===== config.mk =====
export PLATFORM = sky130hd
export DESIGN_NAME = plle_cell
export DESIGN_NICKNAME = d
export VERILOG_FILES = /design/src/positional_list_engine_top_macros.svh /design/src/plle_pkg.sv /design/src/plle_cell.sv
export SDC_FILE = /design/constraint.sdc
export NUM_CORES = 1
export LEC_CHECK = 0
export ABC_AREA = 1
export BUFFER_PORTS_ARGS = -buffer_cell sky130_fd_sc_hd__buf_2
export CORE_MARGIN = 1
export CORE_UTILIZATION = 35
export DETAILED_ROUTE_END_ITERATION = 10
export GPL_TIMING_DRIVEN = 0
export PLACE_DENSITY = 0.77
export SYNTH_ARGS = -nofsm -noshare
export SYNTH_HDL_FRONTEND = slang
export SYNTH_SLANG_ARGS = --single-unit

===== constraint.sdc =====
create_clock -name clk -period 3.45 [get_ports clk]
set_input_delay 1.035 -clock clk [delete_from_list [all_inputs] [get_ports clk]]
set_output_delay 1.035 -clock clk [all_outputs]
set_load 0.03 [all_outputs]

===== src/positional_list_engine_top_macros.svh =====
// ---------------------------------------------------------------------------
// positional list engine assertion macros
// shared concurrent assertion forms for the list engine rtl
// ---------------------------------------------------------------------------
`ifndef POSITIONAL_LIST_ENGINE_TOP_MACROS_SVH
`define POSITIONAL_LIST_ENGINE_TOP_MACROS_SVH

// same-cycle implication, disabled while reset is asserted
`define PLLE_ASSERT_IMP(label, clk, rst_n, ante, cons, msg) \
	label: assert property (@(posedge clk) disable iff (!(rst_n)) (ante) |-> (cons)) \
		else $error(msg);

// next-cycle implication, disabled while reset is asserted
`define PLLE_ASSERT_NXT(label, clk, rst_n, ante, cons, msg) \
	label: assert property (@(posedge clk) disable iff (!(rst_n)) (ante) |=> (cons)) \
		else $error(msg);

`endif


===== src/plle_pkg.sv =====
// ---------------------------------------------------------------------------
// plle_pkg
// types and constants shared by the positional list engine
// ---------------------------------------------------------------------------
package plle_pkg;

	localparam int DATA_W   = 32;
	localparam int CMD_W    = 3;
	localparam int POS_W    = 7;
	localparam int STAT_W   = 2;
	localparam int CNT_W    = 7;
	localparam int GRP_SIZE = 8;

	typedef enum logic [CMD_W-1:0] {
		CMD_READ     = 3'd0,
		CMD_INS_HEAD = 3'd1,
		CMD_INS_TAIL = 3'd2,
		CMD_INS_POS  = 3'd3,
		CMD_DELETE   = 3'd4
	} cmd_t;

	typedef enum logic [STAT_W-1:0] {
		ST_DONE  = 2'd0,
		ST_RANGE = 2'd1,
		ST_FULL  = 2'd2
	} stat_t;

	// shift request seen by every cell of the chain
	typedef struct packed {
		logic ins;
		logic del;
	} shift_ctl_t;

endpackage


===== src/plle_cell.sv =====
// ---------------------------------------------------------------------------
// plle_cell
// one list slot: holds, takes the new value, or shifts from a neighbour
// ---------------------------------------------------------------------------
module plle_cell
	import plle_pkg::*;
#(
	parameter int IDX = 0,
	parameter int PW  = 7
) (
	input  logic              clk,
	input  shift_ctl_t        ctl,
	input  logic [PW-1:0]     pos,
	input  logic [DATA_W-1:0] ins_value,
	input  logic [DATA_W-1:0] prev_value,
	input  logic [DATA_W-1:0] next_value,
	output logic [DATA_W-1:0] value
);

	localparam logic [PW-1:0] MY_IDX = PW'(IDX);

	logic [DATA_W-1:0] value_q;

	always_ff @(posedge clk) begin
		if (ctl.ins) begin
			if (MY_IDX > pos) begin
				value_q <= prev_value;
			end else if (MY_IDX == pos) begin
				value_q <= ins_value;
			end
		end else if (ctl.del) begin
			if (MY_IDX >= pos) begin
				value_q <= next_value;
			end
		end
	end

	assign value = value_q;

endmodule


==> impl_metrics.csv <==
group,metric,value,unit
clock_network,cts_made_buffers,5,
route,firstDrtPassIters,4,
global_routing,grt_use_total,15.37,%
clock_network,cts.path.max_buffers,2,
route,avgRoutedWirePerCell,10.70,um
clock_network,cts_tree,"done",
finish,final_util,53.31,%
sta,fin_tns_setup,0,ns
worst_setup_path,worstPathRequired,3.35,ns
worst_hold_path,holdPathEnd,"value[24]$_DFFE_PP_",
sta,maxSlewHeadroom,41.26,%
synthesis,syn_nets,251,
sta,fin_crit_sh,62.61,%
worst_hold_path,worst_hold_path_type,"in2reg",
global_routing,grt_pass1_vias,1196,
outcome,outcome,"finished, final reports clean",
synthesis,ys_types,10,
sta,hold_viol,0,
placed_design,globalplace.congestion,0.6714,
worst_setup_path,worstPathMaxFanout,32,
clock_network,clk_pin_slew_worst_paths,0.06,ns
finish,areaGrowthSynthToFinish,44.69,%
route,vias,1295,
floorplanning,initial_utilization,36.85,%
sta,rsz0062_at_grt,"no",
floorplanning,dieWidth,67.36,um
sta,final_max_slew_viol_count,0,
power_and_ir_drop,p_leak,1.083,nW
worst_setup_path,cp-end-kind,"flip-flop",
worst_hold_path,min_path_cells,3,
synthesis,syn_avg_cell_area,10.31,sq um
sta,post-route-min-period,2.160,ns
worst_hold_path,hp-start,"next_value[24]",
worst_setup_path,worstSetupStartpointType,"input pin",
clock_network,numClockSinks,32,
synthesis,synth_seq_cells,32,
clock_network,cts-root-buf,"clkbuf_8",
finish,nNetsFinal,362,
global_routing,antenna_found_initial,0,
clock_network,htree_levels,2,
clock_network,postCtsSetupBuffers,0,
sta,worstMarginPinSlew,0.8790,ns
synthesis,syn_area,1495,sq um
power_and_ir_drop,total_power,0.7989,mW
floorplanning,core,4058,sq um
global_routing,grt_pass1_wl,5057,um
synthesis,syn_inst,145,
placed_design,port_buffers,104,
sta,fmax,463.0,MHz
global_routing,grt_start_max_net_pins,33,
synthesis,yosysSeqAreaShare,64.27,%
route,drc,0,
clock_network,cts_resized,0,
worst_setup_path,cp_slowest_cell,"nor2_4",
power_and_ir_drop,vdd_drop_max,192.6,uV
floorplanning,dieHeight,67.36,um
placed_design,dpl.hpwl,2501,um
worst_setup_path,critical_path_arrival,2.06,ns
clock_network,postCtsHoldBufs,0,
sta,setup_viol,0,
job,cap_violations,0,
floorplanning,ios,138,
worst_setup_path,path_cells,"buf_6 -> inv_8 -> nand2_1 -> nand3_1 -> nor2_4",
finish,largest_reg_flops,32,
global_routing,overflow,0,
synthesis,yosysWarnings,0,
floorplanning,dieArea,4537,sq um
power_and_ir_drop,powerDensity,369.3,nW/um^2
route,drtAntennaViolNets,0,
worst_setup_path,path_class,"in2reg",
route,wl,3273,um
finish,drive_gt1_share,51.56,%
finish,mostFrequentLayoutCells,"buf_2, nand2_1, edfxtp_1, nand2_2, clkbuf_8",
finish,antenna_cells,0,
worst_setup_path,cpPeakStageDelay,0.69,ns
route,first_iter_violations,101,
floorplanning,rows,23,
finish,layout_commonest_cell,"buf_2",
route,vias_per_cell,4.232,
## final cells by class
class | count | area, sq um
multi-input combinational | 103 | 427.9
timing repair buffer | 104 | 520.5
fill | 373 | 1894
clock buffer | 6 | 72.57
tap | 50 | 62.56
clock inverter | 1 | 5.005
buffer | 7 | 95.09
sequential | 32 | 960.9
inverter | 3 | 18.77
## cell families after synthesis
logic type,Yosys count,share of synthesized area (%)
AND/OR/NAND/NOR,103,28.12
flip-flops,32,64.27
buffers and inverters,10,7.615
## per-stage QoR
step | hold WS (ns) | setup slack, ns | cells | area [sq um]
after floorplan | 1.208 | 0.3659 | 145 | 1495
after global placement | 1.297 | -0.2315 | 299 | 2078
after detailed placement | 1.302 | 0.9629 | 299 | 2086
after CTS | 1.011 | 1.262 | 306 | 2163
after global routing | 1.017 | 1.162 | 306 | 2163
final | 1.022 | 1.290 | 306 | 2163
## synth_stat cells
cell / instances / area share, %
edfxtp_1: 32 / 64
inv_1: 2 / 0.50
clkbuf_8: 3 / 2.8
nor2_1: 4 / 1.0
inv_8: 1 / 0.75
nand2_1: 85 / 21
nand3_1: 1 / 0.33
buf_6: 3 / 2.3
buf_12: 1 / 1.3
nand2_2: 13 / 5.4
## routing by layer
metal / vias to the layer above / track usage [%] / routed length [um]
met2: 67 / 28.13 / 1639
met5: - / 0 / 0
li1: 679 / - / -
met4: 0 / 5.319 / 53
met3: 8 / 5.068 / 267
met1: 541 / 16.35 / 1313
## worst max-delay path, delay by kind of cell
family,cells,cell delay [ns]
buf+inv,2,0.18
simple gates,3,0.84
## worst max path at each step
stage                          end   start  depth (start not counted)
6_report       value[17]$_DFFE_PP_  ctl[1]                          5
5_1_grt        value[25]$_DFFE_PP_  ctl[1]                          5
4_1_cts         value[3]$_DFFE_PP_  ctl[1]                          5
3_5_place_dp   value[14]$_DFFE_PP_  ctl[1]                          5
3_3_place_gp   value[14]$_DFFE_PP_  ctl[1]                          5
2_1_floorplan   value[0]$_DFFE_PP_  ctl[1]                          5
## report_power, final
| group | internal [mW] | switching, mW | total [mW] |
|---|---|---|---|
| Clock | 0.137 | 0.123 | 0.260 |
| Sequential | 0.433 | 0.000424 | 0.434 |
| Combinational | 0.0552 | 0.0502 | 0.105 |
Power figures use the tool's default switching activity.
