**src/positional_list_engine_top_macros.svh**
```systemverilog
// ---------------------------------------------------------------------------
// positional list engine assertion macros
// shared concurrent assertion forms for the list engine rtl
// ---------------------------------------------------------------------------
`ifndef POSITIONAL_LIST_ENGINE_TOP_MACROS_SVH
`define POSITIONAL_LIST_ENGINE_TOP_MACROS_SVH

// same-cycle implication, disabled while reset is asserted
`define PLLE_ASSERT_IMP(label, clk, rst_n, ante, cons, msg) \
	label: assert property (@(posedge clk) disable iff (!(rst_n)) (ante) |-> (cons)) \
		else $error(msg);

// next-cycle implication, disabled while reset is asserted
`define PLLE_ASSERT_NXT(label, clk, rst_n, ante, cons, msg) \
	label: assert property (@(posedge clk) disable iff (!(rst_n)) (ante) |=> (cons)) \
		else $error(msg);

`endif

```
**src/plle_pkg.sv**
```systemverilog
// ---------------------------------------------------------------------------
// plle_pkg
// types and constants shared by the positional list engine
// ---------------------------------------------------------------------------
package plle_pkg;

	localparam int DATA_W   = 32;
	localparam int CMD_W    = 3;
	localparam int POS_W    = 7;
	localparam int STAT_W   = 2;
	localparam int CNT_W    = 7;
	localparam int GRP_SIZE = 8;

	typedef enum logic [CMD_W-1:0] {
		CMD_READ     = 3'd0,
		CMD_INS_HEAD = 3'd1,
		CMD_INS_TAIL = 3'd2,
		CMD_INS_POS  = 3'd3,
		CMD_DELETE   = 3'd4
	} cmd_t;

	typedef enum logic [STAT_W-1:0] {
		ST_DONE  = 2'd0,
		ST_RANGE = 2'd1,
		ST_FULL  = 2'd2
	} stat_t;

	// shift request seen by every cell of the chain
	typedef struct packed {
		logic ins;
		logic del;
	} shift_ctl_t;

endpackage

```
**src/plle_rgrp.sv**
```systemverilog
// ---------------------------------------------------------------------------
// plle_rgrp
// registered read selection over one group of neighbouring cells
// ---------------------------------------------------------------------------
module plle_rgrp
	import plle_pkg::*;
#(
	parameter int BASE = 0,
	parameter int N    = 8,
	parameter int PW   = 7
) (
	input  logic              clk,
	input  logic              cap,
	input  logic [PW-1:0]     pos,
	input  logic [DATA_W-1:0] vals [N],
	output logic [DATA_W-1:0] grp
);

	logic [DATA_W-1:0] hit_or;
	logic [DATA_W-1:0] grp_q;

	// at most one cell matches, so an or of masked values selects it
	always_comb begin
		hit_or = '0;
		for (int j = 0; j < N; j++) begin
			if (PW'(BASE + j) == pos) begin
				hit_or = hit_or | vals[j];
			end
		end
	end

	always_ff @(posedge clk) begin
		if (cap) begin
			grp_q <= hit_or;
		end
	end

	assign grp = grp_q;

endmodule

```
**config.mk**
```make
export PLATFORM = sky130hd
export DESIGN_NAME = plle_rgrp
export DESIGN_NICKNAME = d
export VERILOG_FILES = /design/src/positional_list_engine_top_macros.svh /design/src/plle_pkg.sv /design/src/plle_rgrp.sv
export SDC_FILE = /design/constraint.sdc
export NUM_CORES = 1
export LEC_CHECK = 0
export BUFFER_PORTS_ARGS = -buffer_cell sky130_fd_sc_hd__buf_2
export CORE_AREA = 4 4 112 114
export CTS_CLUSTER_SIZE = 10
export DETAILED_ROUTE_END_ITERATION = 6
export DIE_AREA = 0 0 116 118
export SETUP_SLACK_MARGIN = 0.05
export SLEW_MARGIN = 15
export SYNTH_ARGS = -nofsm -noshare
export SYNTH_HDL_FRONTEND = slang
export SYNTH_SLANG_ARGS = --single-unit
```
**constraint.sdc**
```tcl
create_clock -name clk -period 1.35 [get_ports clk]
set_input_delay 0.0675 -clock clk [delete_from_list [all_inputs] [get_ports clk]]
set_output_delay 0.0675 -clock clk [all_outputs]
set_load 0.005 [all_outputs]
```
==> results of run 1 <==
-- power breakdown --
group	internal (mW)	switching (mW)
registers	1.16	0.0159
clock network	0.857	0.407
logic	0.638	0.505
-- metrics by stage --
stage,power [mW],utilization,TNS (ps),hold WS [ps]
after floorplan,1.79,-,0,180
final,3.58,0.443,0,268
after detailed placement,2.35,0.429,-8.47,462
after CTS,3.64,0.443,0,270
after global placement,2.32,0.429,0,464
after global routing,3.79,0.443,0,270
-- how the worst max path moves through the flow --
stage	from	end	slack [ps]	cells past startpoint
2_1_floorplan	pos[0]	grp[10]$_DFFE_PP_	260	5
3_3_place_gp	pos[0]	grp[20]$_DFFE_PP_	30	5
3_5_place_dp	pos[0]	grp[20]$_DFFE_PP_	-8	5
4_1_cts	pos[0]	grp[20]$_DFFE_PP_	280	5
5_1_grt	pos[0]	grp[8]$_DFFE_PP_	200	5
6_report	pos[0]	grp[13]$_DFFE_PP_	270	5
-- area by class of cell --
type	instances	area (sq um)
Clock buffer	5	125
Clock inverter	3	37.5
Fill cell	1149	6360
Multi-Input combinational cell	228	2020
Sequential cell	32	961
Tap cell	143	179
Timing Repair Buffer	317	1730
-- metal layers --
metal,routed length [microns],GRT usage,part of all wire,vias to the layer above
met5,0,0,0,-
met3,1190,0.0365,0.095,8
met4,95,0.0319,0.0076,0
met2,6710,0.340,0.54,195
li1,-,-,-,1793
met1,4510,0.176,0.36,1690
-- cells by family (layout without fill, tap and decap cells) --
kind of cell / after synthesis / after routing / synth area share
muxes: 128 / 128 / 0.387
buffers and inverters: 34 / 325 / 0.104
DFF: 32 / 32 / 0.290
AOI/OAI and AO/OA: 96 / 96 / 0.206
and+or+nand+nor: 4 / 4 / 0.0121
-- layout by cell type, fill, tap and decap left out --
cell type and count:
clkbuf_16 5, a22o_1 32, nor4_4 1, buf_12 7
nand2b_2 1, bufinv_16 1, or2_2 1, o22ai_1 64
edfxtp_1 32, buf_6 1, mux2i_1 128, buf_2 295
buf_4 14, clkinv_1 2, nor4b_4 1
-- worst max-delay path: stages --
cell     delay (ps)
buf_6           190
buf_12          240
mux2i_1         230
o22ai_1         100
a22o_1          240
==> key figures, run 1 <==
Timing
  • Post-route setup slack: 274 ps
  • Measured slew at the worst slew-check pin: about 350 ps
  • Final setup vio count: 0
  • Final Hold Fails: 0
  • RSZ-0062 raised after global routing: no
  • Period Utilization, post-route: 0.797
  • Post-layout minimum cycle time: 1080 ps
  • Max-slew headroom: 0.770
  • Fmax: 0.929 GHz
  • Fin. max-slew vios: 0

Critical path
  • WP data required: 1370 ps
  • Worst Setup End Kind: flop
  • Maximum fanout along the worst path: 27
  • Critical path launch point type: input port
  • Arrival time of the worst setup path: 1090 ps
  • Crit Path Category: input port to flop

Floorplanning
  • Top Ports: approximately 300
  • CORE AREA: 11,400 sq um
  • Starting Density: 0.290
  • Die Y: 118 microns
  • Die area: 13,700 sq um
  • Rows: 39
  • Die width: 116 microns

Global route
  • Tot GR Track Use: 0.170
  • First-pass GRT wire length: 18,900 microns
  • Initial antenna violation count: 0
  • GRT overflow: 0
  • Pin count of the biggest net entering global routing: 33
  • Vias in the first global route: 4,001

Finish
  • Max reg flops: 32
  • Share of cells above drive strength 1: 0.559
  • ANT cells: 0
  • Fin cells: 728
  • Area delta synth->final: 52.9%
  • Final nets: 849
  • Finished Cell Area: 5060 sq um

Logic synthesis
  • Sequential fraction of the synthesis area: 0.290
  • Top_reg_cell synth: edfxtp_1
  • Most frequent cell after synthesis: mux2i_1
  • Most instantiated cells after synthesis: 128 x mux2i_1, 64 x o22ai_1, 32 x a22o_1, 32 x edfxtp_1, 16 x buf_2
  • Cells after synthesis: 294
  • Syn_area_per_cell: 11.3 sq um
  • Post-synth cell types: 15
  • Post-synth EDFFs: 32
  • Post-synth ARST share: 0
  • Synth Cell Area: 3310 sq um
  • Mapped Nets: ~560
  • Post-synth top area cell: mux2i_1
  • Synthesis warning total: 0
  • Yosys top cell area share: 0.387
  • #FFs+latches synth: 32
  • Top cells by area, synth: mux2i_1 39%, edfxtp_1 29%, o22ai_1 12%, a22o_1 8.5%, buf_12 4.8%

Hold path
  • Hold-critical path endpoint: grp[10]$_DFFE_PP_
  • Worst min path class: input port to flop
  • HP Start: cap
  • Hold Crit Depth: 2

Place
  • Number of port buffers: 296
  • Place WS: -8.47 ps
  • Placed cells: 720
  • Global placement routability congestion: 0.861
  • HPWL Detailed: between 10,000 and 15,000 microns
  • DP Area: 4890 sq um

Clock tree
  • CTS tree: yes
  • Setup Fix Bufs, Post-CTS: 0
  • Resize count post-CTS: 0
  • Reg clk slew, reported paths: approximately 60 ps
  • Longest Clk Path Bufs: 2
  • CTS Buf Count: 5
  • Clk root buf: clkbuf_16
  • Num Clock Sinks: 32
  • Hold Buf Count CTS: 0
  • CTS HTree Levels: 2

Route
  • Residual DRC: 0
  • DR vias/cell: 5.06
  • WL/cell: 17.2 microns
  • Drt total wl: 12,500 microns
  • Initial DRC Count: 152
  • Pre-antenna DRT Iters: 5
  • Routed vias: around 3,700
  • ANT nets after route: 0

Outcome
  • Status: finished, final reports clean

Power
  • Worst VDD drop: 467 uV
  • Power Dens Cells: 708 nW/um^2
  • Static leakage: 2.64 nW

Job
  • Max_cap viols: 0
Note: power is estimated with default switching activity, not from simulation.
==> inputs of run 2 (changes only) <==
==> constraint.sdc (replaced) <==
create_clock -name clk -period 1 [get_ports clk]
set_input_delay 0.05 -clock clk [delete_from_list [all_inputs] [get_ports clk]]
set_output_delay 0.05 -clock clk [all_outputs]
set_load 0.005 [all_outputs]
==> key figures, run 2 (same netlist as run 1, synthesis figures left out) <==
Outcome
  • Status: finished, final reports clean

Critical path
  • WP data required: 1020 ps (-350 ps)
  • Arrival time of the worst setup path: 980 ps (-110 ps)
  • Worst Setup End Kind: flop
  • Maximum fanout along the worst path: 18 (-33%)
  • CP Launch Point: pos[0]
  • Crit Path Category: input port to flop
  • Critical path launch point type: input port

Power
  • Worst VDD drop: 530 uV (+14%)
  • Power Dens Cells: 887 nW/um^2 (+25%)
  • Total power: 4.61 mW (+29%)
  • Static leakage: 2.68 nW (+1.3%)

Timing
  • Period Utilization, post-route: 0.958
  • Final Hold Fails: 0 (unchanged)
  • RSZ-0062 raised after global routing: yes
  • Post-route setup slack: 42.2 ps (-232 ps)
  • Final setup vio count: 0 (unchanged)
  • Fin. max-slew vios: 0 (unchanged)
  • Fmax: between 1 and 1.5 GHz
  • Measured slew at the worst slew-check pin: 256 ps (-89.2 ps)
  • Post-layout minimum cycle time: around 960 ps
  • Max-slew headroom: 0.828 (+0.0582)
  • Fin Setup TNS: 0 ps (unchanged)

Route
  • Pre-antenna DRT Iters: 5 (unchanged)
  • Initial DRC Count: 131 (-14%)
  • DR vias/cell: 5.04 (-0.46%)
  • Residual DRC: 0 (unchanged)
  • Drt total wl: 12,700 microns (+1.6%)
  • Routed vias: 3,659 (-0.73%)
  • WL/cell: 17.5 microns (+1.9%)
  • ANT nets after route: 0 (unchanged)

Global route
  • Tot GR Track Use: 0.166 (-0.00339)
  • Vias in the first global route: 3,707 (-7.3%)
  • Pin count of the biggest net entering global routing: 36 (+9.1%)
  • Initial antenna violation count: 0 (unchanged)
  • First-pass GRT wire length: 18,300 microns (-2.9%)
  • GRT overflow: 0 (unchanged)

Floorplanning
  • CORE AREA: 11,400 sq um (unchanged)
  • Die width: 116 microns (unchanged)
  • Rows: 39 (unchanged)
  • Top Ports: 297 (unchanged)
  • Die area: 13,700 sq um (unchanged)
  • Starting Density: 0.290 (unchanged)
  • Die Y: 118 microns (unchanged)

Clock tree
  • Reg clk slew, reported paths: 50 ps (about the same)
  • CTS HTree Levels: 2 (unchanged)
  • Num Clock Sinks: 32 (unchanged)
  • CTS Buf Count: 5 (unchanged)
  • Longest Clk Path Bufs: 2 (unchanged)
  • Hold Buf Count CTS: 0 (unchanged)
  • Clk root buf: clkbuf_16
  • CTS tree: yes

Place
  • HPWL Detailed: 10,200 microns (-2.2%)
  • DP Area: 4890 sq um (about the same)
  • Number of port buffers: 296 (unchanged)
  • Place WS: -364 ps (-355 ps)
  • Global placement routability congestion: 0.800 (-7.2%)

Finish
  • Finished Cell Area: 5200 sq um (+2.8%)
  • ANT cells: 0 (unchanged)
  • Commonest non-fill, non-tap cell in the layout: buf_2
  • Share of cells above drive strength 1: 0.571 (+0.0122)
  • Final nets: 850 (+0.12%)
  • Max reg flops: 32 (unchanged)
  • Commonest non-fill, non-tap cells in the layout: 295 x buf_2, 122 x mux2i_1, 64 x o22ai_1
  • Area delta synth->final: 57.1%
  • FILL cells: 1,085 (-5.6%)

Hold path
  • HP Start: cap
  • Worst min path class: input port to flop

Job
  • Max_cap viols: 0 (unchanged)
## run 2: final timing paths
| check | to | slack, ps | depth (start not counted) |
|---|---|---|---|
| setup / recovery | grp[18]$_DFFE_PP_ | 40 | 5 |
| hold / removal | grp[24]$_DFFE_PP_ | 250 | 2 |
## run 2: layout make-up
class	count	area (sq um)	share of cell area
Multi-Input combinational cell	228	2060	0.397
Timing Repair Buffer	318	1870	0.359
Sequential cell	32	961	0.185
Tap cell	143	179	0.0344
Clock buffer	5	125	0.0241
## run 2: routing by layer
metal | track usage | vias to the layer above | wire (microns)
li1 | - | 1797 | -
met1 | 0.188 | 1659 | 4840
met2 | 0.316 | 189 | 6630
met3 | 0.0262 | 14 | 1060
met4 | 0.0435 | 0 | 169
met5 | 0 | - | 0
## run 2: through the flow
stage	std cells	utilization	hold WS, ps
floorplan	294	-	162
global placement	718	0.428	446
detailed placement	718	0.428	456
CTS	725	0.446	251
global route	726	0.455	251
finish	726	0.455	249
## run 2: critical path, stage by stage
cell     delay, ps
buf_16         160
buf_16         200
mux2i_1        220
o22ai_1        100
a22o_1         220
## run 2: timing repair
item	in CTS	in global routing
setup endpoints to repair	20	27
gates resized for setup	4	19
setup buffers	0	0
cloned	2	1
## run 2: power by group
part	leakage, nW	switching [mW]	internal (mW)
Sequential	0.304	0.0216	1.56
Clock	0.0616	0.502	0.878
Combinational	2.31	0.710	0.933
==> inputs of run 3 (changes only) <==
--- a/config.mk
+++ b/config.mk
@@ -5,11 +5,13 @@
 export SDC_FILE = /design/constraint.sdc
 export NUM_CORES = 1
 export LEC_CHECK = 0
+export ABC_AREA = 1
 export BUFFER_PORTS_ARGS = -buffer_cell sky130_fd_sc_hd__buf_2
-export CORE_AREA = 4 4 112 114
+export CORE_AREA = 4 4 113 115
 export CTS_CLUSTER_SIZE = 10
 export DETAILED_ROUTE_END_ITERATION = 6
-export DIE_AREA = 0 0 116 118
+export DIE_AREA = 0 0 117 119
+export PLACE_DENSITY = 0.73
 export SETUP_SLACK_MARGIN = 0.05
 export SLEW_MARGIN = 15
 export SYNTH_ARGS = -nofsm -noshare
==> key figures, run 3 <==
Finish
  • Register area: 961 sq um (unchanged)
  • Share of cells above drive strength 1: 0.498 (-0.0734)
  • Area delta synth->final: 79.8%
  • Fin cells: 1,063 (+46%)
  • Commonest non-fill, non-tap cell in the layout: buf_2
  • Multi-input logic area: 2630 sq um (+27%)
  • Commonest non-fill, non-tap cells in the layout: 292 x buf_2, 224 x nand3_1, 149 x nand2_1
  • Max reg flops: 32 (unchanged)
  • ANT cells: 0 (unchanged)
  • Final nets: 1,181 (+39%)
  • FILL cells: 1,179 (+8.7%)

Place
  • Placed cells: 1,009 (+41%)
  • Global placement routability congestion: 0.895 (+12%)
  • HPWL Detailed: 11,800 microns (+15%)
  • Place WS: -639 ps (-275 ps)
  • Number of port buffers: 296 (unchanged)

Power
  • Worst VDD drop: 553 uV (+4.3%)
  • Switch Pwr: 1.28 mW (+3.8%)
  • Share of power burned in the clock network: 0.325 (+0.026)
  • Sw frac: 0.284 (+0.0168)
  • Static leakage: 3.50 nW (+30%)
  • Seq pwr share: 0.353 (+0.009)
  • Power Dens Cells: 690 nW/um^2 (-22%)
  • Int Pwr: 3.22 mW (-4.6%)
  • Combinational fraction of design power: 0.323 (-0.034)

Floorplanning
  • CORE AREA: 11,800 sq um (+3.4%)
  • Top Ports: 297 (unchanged)
  • Die Y: 119 microns (+0.85%)
  • Die width: 117 microns (+0.86%)
  • Die area: 13,900 sq um (+1.7%)
  • Starting Density: 0.307 (+0.0175)
  • Rows: 40 (+2.6%)

Global route
  • Pin count of the biggest net entering global routing: 37 (+2.8%)
  • First-pass GRT wire length: 26,200 microns (+43%)
  • Vias in the first global route: 5,059 (+36%)
  • GRT overflow: 0 (unchanged)
  • Initial antenna violation count: 0 (unchanged)
  • Tot GR Track Use: 0.247 (+0.0801)

Logic synthesis
  • Post-synth cell types: 12 (-3)
  • Cells after synthesis: 586 (+99%)
  • Synth Cell Area: 3630 sq um (+9.7%)
  • #FFs+latches synth: 32 (unchanged)
  • Top_reg_cell synth: edfxtp_1
  • Synthesis warning total: 0 (unchanged)
  • Syn_area_per_cell: 6.19 sq um (-45%)
  • Sequential fraction of the synthesis area: 0.265 (-0.0256)
  • Most instantiated cells after synthesis: 256 x nand3_1, 161 x nand2_1, 64 x nor2_1, 32 x edfxtp_1, 25 x buf_4
  • Post-synth EDFFs: 32 (unchanged)
  • Mapped Nets: 851 (+52%)
  • Yosys top cell area share: 0.353 (-0.0342)
  • Post-synth top area cell: nand3_1
  • Most frequent cell after synthesis: nand3_1
  • Top cells by area, synth: nand3_1 35%, edfxtp_1 26%, nand2_1 17%, nor2_1 6.6%, buf_4 5.2%
  • Post-synth ARST share: 0 (unchanged)

Hold path
  • Worst min path class: input port to flop
  • Hold Crit Depth: 5 (+3)

Timing
  • Fmax: 1.04 GHz (-0.81%)
  • Measured slew at the worst slew-check pin: 230 ps (-26.1 ps)
  • Final Hold Fails: 0 (unchanged)
  • Max-slew headroom: 0.846 (+0.0183)
  • Post-layout minimum cycle time: 966 ps (+7.79 ps)
  • RSZ-0062 raised after global routing: yes
  • Fin Setup TNS: 0 ps (unchanged)
  • Fin. max-slew vios: 0 (unchanged)
  • Hold slack: 150 ps (-99.2 ps)
  • Post-route setup slack: 34.4 ps (-7.79 ps)
  • Final setup vio count: 0 (unchanged)
  • Period Utilization, post-route: 0.966 (+0.00779)

Route
  • Routed vias: 5,552 (+52%)
  • DR vias/cell: 5.22 (+3.6%)
  • WL/cell: 18.0 microns (+2.9%)
  • Pre-antenna DRT Iters: 5 (unchanged)
  • ANT nets after route: 0 (unchanged)
  • Drt total wl: 19,100 microns (+51%)
  • Residual DRC: 0 (unchanged)
  • Initial DRC Count: 471 (+260%)

Critical path
  • WP data required: 1020 ps (about the same)
  • Arrival time of the worst setup path: 990 ps (about the same)
  • Critical path buffers and inverters: 5 (+3)
  • Levels on crit path: 11 (+6)
  • Top delay family on crit path: buffers and inverters
  • Crit-path cells: buf_8 > buf_6 > nand2_4 > buf_6 > nor2_4 > buf_12 > buf_12 > nand3_1 > nand2_1 > nor2_1 > nand2_1
  • Maximum fanout along the worst path: 8 (-10)
  • Critical path launch point type: input port
  • Crit-path max cell delay: 140 ps (-80 ps)
  • Slowest-stage cell, CP: buf_12
  • Worst Setup End Kind: flop
  • Crit Path Category: input port to flop

Outcome
  • Status: finished, final reports clean

Clock tree
  • CTS HTree Levels: 2 (unchanged)
  • Num Clock Sinks: 32 (unchanged)
  • CTS Buf Count: 5 (unchanged)
  • Clk root buf: clkbuf_16
  • CTS tree: yes
  • Reg clk slew, reported paths: 60 ps (about the same)
  • Longest Clk Path Bufs: 2 (unchanged)

Job
  • Max_cap viols: 0 (unchanged)
run 3: cell types whose count changed after synthesis, moves of 32 or more:
cell	change
mux2i_1	-128
nor2_1	+64
nand3_1	+256
a22o_1	-32
o22ai_1	-64
nand2_1	+161
run 3: final timing paths:
check	endpoint	start	slack [ps]
min	grp[11]$_DFFE_PP_	vals[171]	150
max	grp[14]$_DFFE_PP_	pos[0]	30
run 3: power groups by stage:
stage	combinational, mW	sequential (mW)	clock (mW)
final	1.45	1.59	1.46
after global routing	1.55	1.59	1.56
after CTS	1.35	1.59	1.52
after detailed placement	1.12	1.62	0
after global placement	1.12	1.61	0
after floorplan	0.336	1.63	0
run 3: cells by family after synthesis:
kind of cell	share of synthesized area
and+or+nand+nor	0.623
DFF	0.265
buffers and inverters	0.112
run 3: repair_timing:
| item | CTS | global route |
|---|---|---|
| endpoints found under the hold margin | 0 | 0 |
| buffers inserted | 33 | 2 |
| pin swaps | 30 | 61 |
| resized for setup | 30 | 68 |
| hold buffers | 0 | 0 |
| cloned | 8 | 4 |
| endpoints found under the setup margin | 32 | 32 |
run 3: cell type report:
type,instances,area share
clock inverters,1,0.000767
multi-input cells,503,0.403
repair buffers,368,0.396
well taps,147,0.0282
clock buffers,6,0.0198
inverters,6,0.00499
flip-flops and latches,32,0.147
run 3: per-layer routing:
metal	vias up	part of all wire	GRT usage
li1	2665	-	-
met1	2436	0.36	0.289
met2	378	0.50	0.439
met3	73	0.10	0.0457
met5	-	0	0
met4	0	0.037	0.0896
run 3: stage by stage:
step / area, sq um / util / power [mW]
global route: 6530 / 0.552 / 4.71
floorplan: 3650 / - / 1.96
global placement: 5320 / 0.450 / 2.73
finish: 6530 / 0.552 / 4.50
detailed placement: 5320 / 0.450 / 2.74
CTS: 6120 / 0.519 / 4.45
